--- config.mk ---
export PLATFORM = sky130hd
export DESIGN_NAME = register_machine_execute_unit_core
export DESIGN_NICKNAME = d
export VERILOG_FILES = /design/src/rtl/umx_pkg.sv /design/src/rtl/umx_regfile.sv /design/src/rtl/umx_div.sv /design/src/rtl/register_machine_execute_unit_core.sv
export SDC_FILE = /design/constraint.sdc
export NUM_CORES = 2
export LEC_CHECK = 0
export ABC_AREA = 1
export BUFFER_PORTS_ARGS = -buffer_cell sky130_fd_sc_hd__buf_2
export CORE_MARGIN = 5
export CORE_UTILIZATION = 53
export CTS_BUF_LIST = sky130_fd_sc_hd__clkbuf_8
export CTS_CLUSTER_DIAMETER = 50
export CTS_CLUSTER_SIZE = 10
export DETAILED_ROUTE_END_ITERATION = 10
export HOLD_SLACK_MARGIN = 0.02
export PLACE_DENSITY = 0.82
export SYNTH_ARGS = -nofsm -noshare
export SYNTH_HDL_FRONTEND = slang
export SYNTH_SLANG_ARGS = --single-unit
--- constraint.sdc ---
create_clock -name clk_i -period 7.3 [get_ports clk_i]
set_clock_uncertainty 0.2 [all_clocks]
set_input_delay 0.73 -clock clk_i [delete_from_list [all_inputs] [get_ports clk_i]]
set_output_delay 0.73 -clock clk_i [all_outputs]
set_load 0.03 [all_outputs]
--- src/rtl/umx_pkg.sv ---
// ----------------------------------------------------------------------------
// umx_pkg
// Shared types and constants for the universal machine execute unit.
// ----------------------------------------------------------------------------
`default_nettype none

package umx_pkg;

  localparam int XLEN        = 32;
  localparam int RAW         = 3;            // register index width
  localparam int NREG        = 8;
  localparam int OP_LSB      = 28;
  localparam int LV_BITS     = 25;
  localparam int DIV_CNT_W   = 6;
  localparam int IN_TDATA_W  = 112;
  localparam int OUT_TDATA_W = 144;

  localparam logic [XLEN-1:0] ALL_ONES = '1;

  typedef enum logic [3:0] {
    OP_CMOV     = 4'd0,
    OP_LOAD     = 4'd1,
    OP_STORE    = 4'd2,
    OP_ADD      = 4'd3,
    OP_MUL      = 4'd4,
    OP_DIV      = 4'd5,
    OP_NAND     = 4'd6,
    OP_HALT     = 4'd7,
    OP_MAP      = 4'd8,
    OP_UNMAP    = 4'd9,
    OP_OUTPUT   = 4'd10,
    OP_INPUT    = 4'd11,
    OP_LOADPROG = 4'd12,
    OP_LOADVAL  = 4'd13
  } opcode_e;

  typedef enum logic [1:0] {
    ST_STOP = 2'd0,
    ST_CONT = 2'd1,
    ST_HALT = 2'd2
  } status_e;

  typedef enum logic [2:0] {
    MOP_NONE     = 3'd0,
    MOP_LOAD     = 3'd1,
    MOP_STORE    = 3'd2,
    MOP_MAP      = 3'd3,
    MOP_UNMAP    = 3'd4,
    MOP_LOADPROG = 3'd5
  } mem_op_e;

  typedef struct packed {
    logic            en;
    logic [RAW-1:0]  addr;
    logic [XLEN-1:0] data;
  } rf_wr_t;

  typedef struct packed {
    logic            start;
    logic [XLEN-1:0] dividend;
    logic [XLEN-1:0] divisor;
  } div_req_t;

  typedef struct packed {
    logic            done;
    logic [XLEN-1:0] quotient;
  } div_rsp_t;

endpackage

`default_nettype wire

--- src/rtl/umx_regfile.sv ---
// ----------------------------------------------------------------------------
// umx_regfile
// Eight-entry register file: one write port, two registered read ports.
// ----------------------------------------------------------------------------
`default_nettype none

module umx_regfile (
  input  wire logic                        clk_i,
  input  wire logic                        rst_ni,
  input  wire logic [umx_pkg::RAW-1:0]     rd_addr0_i,
  input  wire logic [umx_pkg::RAW-1:0]     rd_addr1_i,
  input  wire umx_pkg::rf_wr_t             wr_i,
  output logic      [umx_pkg::XLEN-1:0]    rd_data0_o,
  output logic      [umx_pkg::XLEN-1:0]    rd_data1_o
);

  logic [umx_pkg::XLEN-1:0] mem_q [umx_pkg::NREG];
  logic [umx_pkg::NREG-1:0] valid_q;
  logic [umx_pkg::XLEN-1:0] rd_data0_q, rd_data1_q;

  // an entry never written reads as zero
  always_ff @(posedge clk_i or negedge rst_ni) begin
    if (!rst_ni) begin
      valid_q <= '0;
    end else if (wr_i.en) begin
      valid_q[wr_i.addr] <= 1'b1;
    end
  end

  always_ff @(posedge clk_i) begin
    if (wr_i.en) begin
      mem_q[wr_i.addr] <= wr_i.data;
    end
    rd_data0_q <= valid_q[rd_addr0_i] ? mem_q[rd_addr0_i] : '0;
    rd_data1_q <= valid_q[rd_addr1_i] ? mem_q[rd_addr1_i] : '0;
  end

  assign rd_data0_o = rd_data0_q;
  assign rd_data1_o = rd_data1_q;

endmodule

`default_nettype wire

--- src/rtl/umx_div.sv ---
// ----------------------------------------------------------------------------
// umx_div
// Unsigned restoring divider, one quotient bit per cycle.
// ----------------------------------------------------------------------------
`default_nettype none

module umx_div (
  input  wire logic              clk_i,
  input  wire logic              rst_ni,
  input  wire umx_pkg::div_req_t req_i,
  output umx_pkg::div_rsp_t      rsp_o
);

  logic                            busy_q, done_q;
  logic [umx_pkg::DIV_CNT_W-1:0]   cnt_q;
  logic [umx_pkg::XLEN-1:0]        rem_q, quo_q, divisor_q;
  logic [umx_pkg::XLEN:0]          shl, diff;

  assign shl  = {rem_q, quo_q[umx_pkg::XLEN-1]};
  assign diff = shl - {1'b0, divisor_q};

  always_ff @(posedge clk_i or negedge rst_ni) begin
    if (!rst_ni) begin
      busy_q <= 1'b0;
      done_q <= 1'b0;
      cnt_q  <= '0;
    end else if (req_i.start) begin
      busy_q <= 1'b1;
      done_q <= 1'b0;
      cnt_q  <= umx_pkg::DIV_CNT_W'(umx_pkg::XLEN);
    end else if (busy_q) begin
      cnt_q <= cnt_q - 1'b1;
      if (cnt_q == umx_pkg::DIV_CNT_W'(1)) begin
        busy_q <= 1'b0;
        done_q <= 1'b1;
      end
    end else begin
      done_q <= 1'b0;
    end
  end

  always_ff @(posedge clk_i) begin
    if (req_i.start) begin
      rem_q     <= '0;
      quo_q     <= req_i.dividend;
      divisor_q <= req_i.divisor;
    end else if (busy_q) begin
      if (!diff[umx_pkg::XLEN]) begin
        rem_q <= diff[umx_pkg::XLEN-1:0];
        quo_q <= {quo_q[umx_pkg::XLEN-2:0], 1'b1};
      end else begin
        rem_q <= shl[umx_pkg::XLEN-1:0];
        quo_q <= {quo_q[umx_pkg::XLEN-2:0], 1'b0};
      end
    end
  end

  assign rsp_o.done     = done_q;
  assign rsp_o.quotient = quo_q;

endmodule

`default_nettype wire

--- src/rtl/register_machine_execute_unit_core.sv ---
// ----------------------------------------------------------------------------
// register_machine_execute_unit_core
// Execute unit of the 14-opcode 32-bit universal machine.
// ----------------------------------------------------------------------------
// One word in gives one word out. Each word passes through accept with read of
// B and C, read A, execute and commit, with the result register loaded at
// commit. A divide by a nonzero value also waits, between execute and commit, for
// the one-bit-per-cycle divider. A stalled result channel holds the unit at
// commit. The register file is a synchronous RAM with registered read ports,
// and the next word is taken only after the previous one has committed its
// write-back, so no forwarding is needed. Segment operations
// leave as a request on the output with the operand values; their data comes
// back as a write-back word (tuser = 1). A finished result may sit in the
// output register while the next word is accepted.
`default_nettype none

module register_machine_execute_unit_core (
  input  wire logic                                 clk_i,
  input  wire logic                                 rst_ni,
  input  wire logic                                 s_axis_tvalid,
  output logic                                      s_axis_tready,
  // instr_word, in_byte, in_eof, program_length, wb_reg, wb_value, zero pad
  input  wire logic [umx_pkg::IN_TDATA_W-1:0]       s_axis_tdata,
  // kind
  input  wire logic                                 s_axis_tuser,
  output logic                                      m_axis_tvalid,
  input  wire logic                                 m_axis_tready,
  // pc_value, out_valid, out_byte, mem_op, dest_reg, val_a, val_b, val_c, pad
  output logic      [umx_pkg::OUT_TDATA_W-1:0]      m_axis_tdata,
  // status
  output logic      [1:0]                           m_axis_tuser
);

  typedef enum logic [2:0] {
    S_IDLE,
    S_RD1,
    S_RD2,
    S_EXEC,
    S_DIV,
    S_COMMIT
  } state_e;

  localparam int XLEN = umx_pkg::XLEN;
  localparam int RAW  = umx_pkg::RAW;

  state_e                         state_q;
  logic [XLEN-1:0]                pc_q, pc_nxt_q;
  logic                           m_tvalid_q;
  logic [umx_pkg::OUT_TDATA_W-1:0] m_tdata_q;
  umx_pkg::status_e               m_status_q, status_q;

  // latched input word
  logic                           kind_q;
  logic [XLEN-1:0]                instr_q, len_q, wbval_q;
  logic [7:0]                     byte_q;
  logic                           eof_q;
  logic [RAW-1:0]                 wbreg_q;

  logic [XLEN-1:0]                ra_q, rb_q, rc_q;
  logic                           wen_q;
  logic [RAW-1:0]                 waddr_q;
  logic [XLEN-1:0]                wdata_q;

  logic [RAW-1:0]                 rd_addr0, rd_addr1;
  logic [XLEN-1:0]                rd_data0, rd_data1;
  umx_pkg::rf_wr_t                rf_wr;
  umx_pkg::div_req_t              div_req;
  umx_pkg::div_rsp_t              div_rsp;

  logic                           accept, commit;

  umx_pkg::opcode_e               op;
  logic [RAW-1:0]                 fa, fb, fc;

  assign op = umx_pkg::opcode_e'(instr_q[umx_pkg::OP_LSB +: 4]);
  assign fa = instr_q[8:6];
  assign fb = instr_q[5:3];
  assign fc = instr_q[2:0];

  assign s_axis_tready = (state_q == S_IDLE);
  assign accept        = s_axis_tvalid && s_axis_tready;
  assign commit        = (state_q == S_COMMIT) && (!m_tvalid_q || m_axis_tready);

  // port 0 reads B at accept and A afterwards, port 1 reads C
  always_comb begin
    if (state_q == S_IDLE) begin
      rd_addr0 = s_axis_tdata[5:3];
      rd_addr1 = s_axis_tdata[2:0];
    end else begin
      rd_addr0 = fa;
      rd_addr1 = fc;
    end
  end

  assign rf_wr.en   = commit && wen_q;
  assign rf_wr.addr = waddr_q;
  assign rf_wr.data = wdata_q;

  umx_regfile u_regfile (
    .clk_i      (clk_i),
    .rst_ni     (rst_ni),
    .rd_addr0_i (rd_addr0),
    .rd_addr1_i (rd_addr1),
    .wr_i       (rf_wr),
    .rd_data0_o (rd_data0),
    .rd_data1_o (rd_data1)
  );

  // ---------------------------------------------------------------- execute
  logic                 adv_ok;
  logic [XLEN-1:0]      adv_pc;
  umx_pkg::status_e     adv_st;
  logic                 ex_wen, ex_div;
  logic [RAW-1:0]       ex_waddr;
  logic [XLEN-1:0]      ex_wdata, ex_pc;
  umx_pkg::status_e     ex_st;

  assign adv_ok = !(pc_q == umx_pkg::ALL_ONES || pc_q == len_q);
  assign adv_pc = adv_ok ? pc_q + 1'b1 : pc_q;
  assign adv_st = adv_ok ? umx_pkg::ST_CONT : umx_pkg::ST_STOP;

  always_comb begin
    ex_wen   = 1'b0;
    ex_div   = 1'b0;
    ex_waddr = fa;
    ex_wdata = rb_q;
    ex_st    = adv_st;
    ex_pc    = adv_pc;
    if (kind_q) begin
      ex_wen   = 1'b1;
      ex_waddr = wbreg_q;
      ex_wdata = wbval_q;
      ex_st    = umx_pkg::ST_CONT;
      ex_pc    = pc_q;
    end else begin
      case (op)
        umx_pkg::OP_CMOV: begin
          ex_wen = (rc_q != '0);
        end
        umx_pkg::OP_LOAD, umx_pkg::OP_STORE, umx_pkg::OP_MAP, umx_pkg::OP_UNMAP,
        umx_pkg::OP_OUTPUT: begin
          ex_wen = 1'b0;
        end
        umx_pkg::OP_ADD: begin
          ex_wen   = 1'b1;
          ex_wdata = rb_q + rc_q;
        end
        umx_pkg::OP_MUL: begin
          ex_wen   = 1'b1;
          ex_wdata = rb_q * rc_q;
        end
        umx_pkg::OP_DIV: begin
          if (rc_q == '0) begin
            ex_st = umx_pkg::ST_STOP;
            ex_pc = pc_q;
          end else begin
            ex_wen = 1'b1;
            ex_div = 1'b1;
          end
        end
        umx_pkg::OP_NAND: begin
          ex_wen   = 1'b1;
          ex_wdata = ~(rb_q & rc_q);
        end
        umx_pkg::OP_HALT: begin
          ex_st = umx_pkg::ST_HALT;
          ex_pc = pc_q;
        end
        umx_pkg::OP_INPUT: begin
          ex_wen   = 1'b1;
          ex_waddr = fc;
          ex_wdata = eof_q ? umx_pkg::ALL_ONES : {{(XLEN-8){1'b0}}, byte_q};
        end
        umx_pkg::OP_LOADPROG: begin
          ex_st = umx_pkg::ST_CONT;
          ex_pc = rc_q;
        end
        umx_pkg::OP_LOADVAL: begin
          ex_wen   = 1'b1;
          ex_waddr = instr_q[umx_pkg::LV_BITS +: RAW];
          ex_wdata = {{(XLEN-umx_pkg::LV_BITS){1'b0}}, instr_q[umx_pkg::LV_BITS-1:0]};
        end
        default: begin
          // opcodes 14 and 15: fault, nothing changes
          ex_st = umx_pkg::ST_STOP;
          ex_pc = pc_q;
        end
      endcase
    end
  end

  assign div_req.start    = (state_q == S_EXEC) && ex_div;
  assign div_req.dividend = rb_q;
  assign div_req.divisor  = rc_q;

  umx_div u_div (
    .clk_i  (clk_i),
    .rst_ni (rst_ni),
    .req_i  (div_req),
    .rsp_o  (div_rsp)
  );

  // ---------------------------------------------------------------- result
  logic                 res_oval;
  logic [7:0]           res_obyte;
  umx_pkg::mem_op_e     res_mop;
  logic [RAW-1:0]       res_dest;
  logic                 res_req;

  always_comb begin
    res_mop  = umx_pkg::MOP_NONE;
    res_dest = '0;
    res_oval = 1'b0;
    if (!kind_q) begin
      case (op)
        umx_pkg::OP_LOAD: begin
          res_mop  = umx_pkg::MOP_LOAD;
          res_dest = fa;
        end
        umx_pkg::OP_STORE:    res_mop = umx_pkg::MOP_STORE;
        umx_pkg::OP_MAP: begin
          res_mop  = umx_pkg::MOP_MAP;
          res_dest = fb;
        end
        umx_pkg::OP_UNMAP:    res_mop  = umx_pkg::MOP_UNMAP;
        umx_pkg::OP_LOADPROG: res_mop  = umx_pkg::MOP_LOADPROG;
        umx_pkg::OP_OUTPUT:   res_oval = 1'b1;
        default:              res_mop  = umx_pkg::MOP_NONE;
      endcase
    end
  end

  assign res_req   = (res_mop != umx_pkg::MOP_NONE);
  assign res_obyte = res_oval ? rc_q[7:0] : 8'h00;

  // ---------------------------------------------------------------- control
  always_ff @(posedge clk_i or negedge rst_ni) begin
    if (!rst_ni) begin
      state_q    <= S_IDLE;
      pc_q       <= '0;
      m_tvalid_q <= 1'b0;
      m_tdata_q  <= '0;
      m_status_q <= umx_pkg::ST_STOP;
    end else begin
      if (m_tvalid_q && m_axis_tready && !commit) begin
        m_tvalid_q <= 1'b0;
      end
      case (state_q)
        S_IDLE: begin
          if (accept) begin
            state_q <= S_RD1;
          end
        end
        S_RD1:  state_q <= S_RD2;
        S_RD2:  state_q <= S_EXEC;
        S_EXEC: state_q <= ex_div ? S_DIV : S_COMMIT;
        S_DIV: begin
          if (div_rsp.done) begin
            state_q <= S_COMMIT;
          end
        end
        S_COMMIT: begin
          if (commit) begin
            state_q    <= S_IDLE;
            pc_q       <= pc_nxt_q;
            m_tvalid_q <= 1'b1;
            m_status_q <= status_q;
            m_tdata_q  <= {1'b0,
                           res_req ? rc_q : {XLEN{1'b0}},
                           res_req ? rb_q : {XLEN{1'b0}},
                           res_req ? ra_q : {XLEN{1'b0}},
                           res_dest, res_mop, res_obyte, res_oval, pc_nxt_q};
          end
        end
        default: state_q <= S_IDLE;
      endcase
    end
  end

  // datapath registers
  always_ff @(posedge clk_i) begin
    if (accept) begin
      kind_q  <= s_axis_tuser;
      instr_q <= s_axis_tdata[31:0];
      byte_q  <= s_axis_tdata[39:32];
      eof_q   <= s_axis_tdata[40];
      len_q   <= s_axis_tdata[72:41];
      wbreg_q <= s_axis_tdata[75:73];
      wbval_q <= s_axis_tdata[107:76];
    end
    if (state_q == S_RD1) begin
      rb_q <= rd_data0;
      rc_q <= rd_data1;
    end
    if (state_q == S_RD2) begin
      ra_q <= rd_data0;
    end
    if (state_q == S_EXEC) begin
      wen_q    <= ex_wen;
      waddr_q  <= ex_waddr;
      wdata_q  <= ex_wdata;
      status_q <= ex_st;
      pc_nxt_q <= ex_pc;
    end
    if (state_q == S_DIV && div_rsp.done) begin
      wdata_q <= div_rsp.quotient;
    end
  end

  assign m_axis_tvalid = m_tvalid_q;
  assign m_axis_tdata  = m_tdata_q;
  assign m_axis_tuser  = m_status_q;

`ifndef SYNTHESIS
  a_pc_only_at_commit: assert property (@(posedge clk_i) disable iff (!rst_ni)
    !commit |=> $stable(pc_q))
    else $error("pc changed outside commit");

  a_halt_keeps_pc: assert property (@(posedge clk_i) disable iff (!rst_ni)
    (commit && status_q == umx_pkg::ST_HALT) |=> pc_q == $past(pc_q))
    else $error("halt moved the pc");

  a_div_done_in_wait: assert property (@(posedge clk_i) disable iff (!rst_ni)
    div_rsp.done |-> state_q == S_DIV)
    else $error("divider finished outside divide wait");

  a_div_nonzero: assert property (@(posedge clk_i) disable iff (!rst_ni)
    div_req.start |-> div_req.divisor != '0)
    else $error("divider started with zero divisor");
`endif

endmodule

`default_nettype wire

Word-level counts from Yosys, hierarchy flattened

Memories as Yosys holds them, arrays and structs flattened. A register that Yosys moved wholly into a read port is not among the register bits.
Index checks and enable logic that the tools add are counted.
W data, S select, Z words.

$lt $le $gt $ge: 4
$mul: 1
Bitwise logic cells: 3
Add/subtract/negate cells: 4
Eq/ne operators: 25
Reductions and logical operators: 25
Multiplexer cells: 58

Operators by type and width:

| kind                    | number |
|---|---|
| $mux W32                | 13 |
| $pmux W32 S5            | 1 |
| $pmux W32 S3            | 1 |
| $sub A33 B32 Y33        | 1 |
| $add A32 B1 Y32 const B | 1 |
| $add A32 B32 Y32        | 1 |
| $and A32 B32 Y32        | 1 |
| $eq A32 B32 Y1          | 1 |
| $eq A32 B32 Y1 const B  | 1 |
| $logic_not A32 Y1       | 1 |
| $mul A32 B32 Y32        | 1 |
| $not A32 Y32            | 1 |
| $reduce_bool A32 Y1     | 1 |
| $eq A4 B4 Y1 const B    | 6 |
| $mux W3                 | 8 |
| $mux W1                 | 23 |
| $pmux W3 S6             | 1 |
| $eq A4 B3 Y1 const B    | 4 |
| $pmux W3 S5             | 1 |
| $lt A3 B4 Y1 const B    | 3 |
| $mux W6                 | 2 |
| $pmux W3 S2             | 2 |
| $reduce_or A11 Y1       | 1 |
| $eq A4 B2 Y1 const B    | 2 |
| other kinds (26)        | 42 |

Output and inout port bits: 148
Memories: 1
Flip-flop bits (word level): 568
Input port bits: 117
Memory bits (writable): 256

Memories:

| memory          | depth | bits a word | rd ports | clocked after Yosys merged registers in | write ports | RTL line          | text |
|---|---|---|---|---|---|---|---|
| u_regfile.mem_q | 8     | 32          | 2        | 2                                       | 1           | umx_regfile.sv:17 | `logic [umx_pkg::XLEN-1:0] mem_q [umx_pkg::NREG];` |

Depth between registers and ports, before layout

Depth after elaboration: 8
Gate-level depth with buffers: 36
Mapped depth without buffers: 34

Hierarchy

Synthesis repeated with hierarchy kept, for this count alone.

Cell total of the unflattened synthesis: 7436
Area, all modules: 59874.9 um^2

Modules (own cells, without submodules):

| module                             | cells an instance | instances | sequential area each (um^2) | area an instance (um^2) |
|---|---|---|---|---|
| register_machine_execute_unit_core | 4417              | 1         | 11986.5                     | 36872.9 |
| umx_regfile                        | 1979              | 1         | 9168.8                      | 16045.4 |
| umx_div                            | 1040              | 1         | 2762.6                      | 6956.7 |

Worst setup path after synthesis

Ideal clock, no wire load.

Path kind: flip-flop to flip-flop
Start: register rc_q[2]
End: register wdata_q[26] (data pin)
Data arrival time: 6.553 ns
Stages on the path, launching flop included: 26
Path buffers: 2
Clock period less this slack: 7.009 ns
Required time: 6.844 ns
Slack: 0.291 ns
Path through: edfxtp_1 clkbuf_1 clkbuf_1 nand2_1 fa_1 inv_1 fa_1 inv_1 fa_1 fa_1 inv_1 fa_1 fa_1 fa_1 fa_1 ha_1 a21oi_1 inv_1 a31oi_1 o21a_1 nand3_1 or2_2 nand3_1 nand2_1 o21bai_1 nand2_1

Word-level cells in the longest chain between the ends: 5
Elaborated cells between the ends (all ways): 6

RTL lines:

| element                                              | RTL line                                                                             | text |
|---|---|---|
| start, declared                                      | register_machine_execute_unit_core.sv:59                                             | `logic [XLEN-1:0] ra_q, rb_q, rc_q;` |
| start signal, assigned                               | register_machine_execute_unit_core.sv:293                                            | `rc_q <= rd_data1;` |
| $mul A32 B32 Y32 or $add A32 B32 Y32 (tied branches) | register_machine_execute_unit_core.sv:150, register_machine_execute_unit_core.sv:146 |  |
| $pmux W32 S5 (*)                                     | register_machine_execute_unit_core.sv:136                                            | `case (op)` |
| $mux W32 (*)                                         | register_machine_execute_unit_core.sv:129                                            | `if (kind_q) begin` |
| $mux W32 (*)                                         | register_machine_execute_unit_core.sv:298                                            | `if (state_q == S_EXEC) begin` |
| $mux W32 (*)                                         | register_machine_execute_unit_core.sv:305                                            | `if (state_q == S_DIV && div_rsp.done) begin` |
| end signal, assigned                                 | register_machine_execute_unit_core.sv:301                                            | `wdata_q <= ex_wdata;` |
| end signal, assigned                                 | register_machine_execute_unit_core.sv:306                                            | `wdata_q <= div_rsp.quotient;` |
| end, declared                                        | register_machine_execute_unit_core.sv:62                                             | `logic [XLEN-1:0] wdata_q;` |

Every way passes the cells marked *; elsewhere a longest branch is shown, timed or not. The select of a mux whose other input is x is not followed.
A chain may end at the register's enable or synchronous reset.

Worst setup path after layout

Start: register rb_q[23]
End: register wdata_q[27] (data pin)

Word-level cells in the longest chain between the ends: 5
Elaborated cells between the ends (all ways): 6

RTL lines:

| element                                              | RTL line                                                                             | text |
|---|---|---|
| start, declared                                      | register_machine_execute_unit_core.sv:59                                             |  |
| start signal, assigned                               | register_machine_execute_unit_core.sv:292                                            | `rb_q <= rd_data0;` |
| $mul A32 B32 Y32 or $add A32 B32 Y32 (tied branches) | register_machine_execute_unit_core.sv:150, register_machine_execute_unit_core.sv:146 |  |
| $pmux W32 S5 (*)                                     | register_machine_execute_unit_core.sv:136                                            |  |
| $mux W32 (*)                                         | register_machine_execute_unit_core.sv:129                                            |  |
| $mux W32 (*)                                         | register_machine_execute_unit_core.sv:298                                            |  |
| $mux W32 (*)                                         | register_machine_execute_unit_core.sv:305                                            |  |

Marks and branches as above.

==> impl_metrics.ini <==
[status]
status = complete, no violations

[clocking]
cts_max_level = 3
clk_path_buf_depth = 3
clockRootBuffer = clkbuf_8
cts_sinks = 856
cts.clk_slew.worst_paths_ps = 80
cts_buffers = 112
cts_tree = done
worst_skew_pair.late_latency_ps = 840

[logic_synthesis]
postSynthCellCount = 6619
async_flop_share_pct = 19.3
ys_types = 68
synth_fp_nets = 7336
syn_area_per_cell_um2 = 8.65
seq_area_frac_synth_pct = 41.8
synth_edf_count = 595
synth-seq-cells = 856
syn_area_um2 = 57300
ys.flop_type = edfxtp_1
yosysWarnings = 0

[place]
port_buffers = 259
dp_hpwl_um = 140000
dp_slack_ps = -4.21
place_congestion = 1.01
placed_area_um2 = 61800

[power]
power.density_nw_per_um2 = 136
peakVddDrop_mv = 0.172
totalPowerFinal_w = 0.00898
p_leak_nw = 31.4

[sta]
setup_viol = 0
max_freq_ghz = 0.139
worst_pin_slew_ps = 1100
rsz0062_at_grt = true
period_minus_slack_ps = 7210
finalHoldViolations = 0
min_period_over_period_pct = 98.7
slew_viol_final = 0
worst_slack_ps = 93.9
setup_tns_ps = 0
slew_headroom_pct = 26.4

[cells_and_area]
fillCellCount = 8617
largest-register = u_regfile.mem_q
finish.net_count = 7788
syn_to_final_growth_pct = 14.8
register_area_um2 = 23900
final_layout_size_suffix_gt1_share_pct = 12.7
stdcell_area_um2 = 65800
largest_reg_flops = 256
multi_input_area_um2 = 28300

[worst_setup_path]
crit_type = register to register
cp-start-kind = register
cp.required_ps = 7680
path_max_fanout = 6
arrival_ps = 7580
endpoint_kind = register

[route]
wirelength_um = 199000
vias_per_cell = 5.87
drt_first_pass_iters = 7
drt-initial-drc-count = 6454
wire_per_inst_um = 23.2
antenna_left = 0
drcViolationCount = 0
dr_total_vias = 50381

[global_routing]
grt_max_degree = 97
grt_pass1_vias = 49613
grt_pass1_wl_um = 296000
antenna_found_initial = 15
grt.total_usage_pct = 33.6
overflow = 0

[floorplanning]
core-area_um2 = 107000
start_util_pct = 53.4
die_w_um = 339
die-area_um2 = 115000
row_count = 120
ios = 265
die_h_um = 339

[run]
drv_cap = 0

[worst_hold_path]
worstHoldPathType = input pin to register
==> layer usage <==
| metal | wire length, um | GRT usage [%] | share of wire [%] | up-vias |
|---|---|---|---|---|
| met5 | 57 | 0 | 0.029 | - |
| met4 | 11900 | 17.2 | 6.0 | 8 |
| met3 | 25400 | 7.63 | 13 | 738 |
| met2 | 90100 | 53.1 | 45 | 3544 |
| met1 | 71900 | 43.9 | 36 | 24028 |
| li1 | - | - | - | 22063 |
==> power breakdown <==
part / switching (W) / internal [W]
combinational: 0.0000480 / 0.0000599
clock: 0.00197 / 0.00176
sequential: 0.0000000000000000000144 / 0.00514
==> area by class of cell <==
type | instances | area share, %
Antenna cell | 8 | 0.0304
Clock buffer | 119 | 2.49
Clock inverter | 92 | 0.968
Inverter | 1136 | 6.50
Multi-Input combinational cell | 4299 | 43.0
Sequential cell | 856 | 36.4
Tap cell | 1403 | 2.67
Timing Repair Buffer | 666 | 7.97
==> kinds of logic after synthesis <==
logic type	synth area share, %
simple gates	17.3
buf+inv	9.90
other cells	0.00655
xor+xnor	1.33
fa+ha+maj	18.5
flops	41.8
compound gates	11.3
==> cell usage after synthesis, types with 8 or more instances <==
library cell | count | share of area, %
nand3_1 | 143 | 1.2
clkbuf_1 | 230 | 1.5
nor2_2 | 12 | 0.13
buf_4 | 9 | 0.12
xor2_1 | 41 | 0.63
o21ai_1 | 55 | 0.48
a221oi_1 | 12 | 0.18
dfrtp_1 | 165 | 7.2
inv_2 | 17 | 0.11
o221ai_1 | 27 | 0.41
buf_1 | 31 | 0.20
o211ai_1 | 17 | 0.22
nor2_1 | 472 | 3.1
nand2_1 | 1662 | 11
nor3_1 | 49 | 0.43
xnor2_1 | 46 | 0.70
a21oi_1 | 227 | 2.0
or2_2 | 26 | 0.28
buf_2 | 49 | 0.43
o21ai_0 | 585 | 5.1
fa_1 | 410 | 14
nand2_2 | 14 | 0.15
o22ai_1 | 93 | 1.0
o21bai_1 | 23 | 0.30
o31ai_1 | 18 | 0.24
dfxtp_1 | 96 | 3.4
nand4_1 | 34 | 0.37
a31oi_1 | 14 | 0.15
a211oi_1 | 16 | 0.21
inv_1 | 1115 | 7.3
edfxtp_1 | 595 | 31
ha_1 | 190 | 4.2
nor4_1 | 14 | 0.15
o2111ai_1 | 10 | 0.15
a21o_1 | 12 | 0.16
buf_6 | 8 | 0.16
==> path summary, 6_finish.rpt <==
kind	slack (ps)	cells after the start	end	startpoint
max	90	22	wdata_q[27]	rb_q[23]
max reg2reg	90	22	wdata_q[27]	rb_q[23]
min in group asynchronous	410	2	pc_q[11]	rst_ni
max in group asynchronous	4870	3	u_regfile.valid_q[0]	rst_ni
min	100	1	wbval_q[31]	s_axis_tdata[107]
min reg2reg	190	0	rc_q[8]	u_regfile.rd_data1_o[8]
==> layout by cell type (no fill, tap or decap), drive strengths merged, types with 17 or more instances in the layout <==
| cell | count |
|---|---|
| o221ai | 27 |
| clkbuf | 121 |
| nand2 | 1678 |
| dfxtp | 96 |
| dlygate4sd3 | 109 |
| edfxtp | 595 |
| clkinv | 19 |
| buf | 555 |
| dfrtp | 165 |
| a21oi | 227 |
| o21ai | 646 |
| inv | 1202 |
| ha | 190 |
| a211oi | 18 |
| o31ai | 18 |
| nor3 | 53 |
| or2 | 35 |
| o22ai | 93 |
| o211ai | 17 |
| o21bai | 23 |
| fa | 410 |
| nand4 | 34 |
| nand3 | 144 |
| xor2 | 41 |
| xnor2 | 46 |
| nor2 | 491 |
==> critical path, cell delays in order (launching register included) <==
cell and delay (ps):
edfxtp_1 610, buf_4 240, nand2_1 90, fa_1 510, inv_1 50, fa_1 490, inv_1 60, fa_1 500
fa_1 550, inv_1 50, fa_1 490, fa_1 580, fa_2 500, fa_1 600, ha_4 210, buf_4 150
a21oi_2 130, o21ai_1 80, a21o_1 210, or2_2 300, nand3_2 100, a31o_2 170, nand2_1 50
==> per-stage QoR <==
stage,utilization (%),hold WS [ps],std cells
after detailed placement,57.6,189,8237
final,61.3,105,8579
after global placement,57.6,187,8237
after CTS,60.8,34.2,8558
after floorplan,-,186,6619
after global routing,61.3,48.0,8574
==> repair_timing <==
item / 4_1_cts / 5_1_grt
hold buffers: 109 / 0
gates cloned: 0 / 2
buffers inserted: 1 / 11
resized for setup: 4 / 103
pin swaps: 1 / 50
setup endpoints to repair: 4 / 14
hold endpoints to repair: 197 / 0
(Power assumes the default switching activity.)
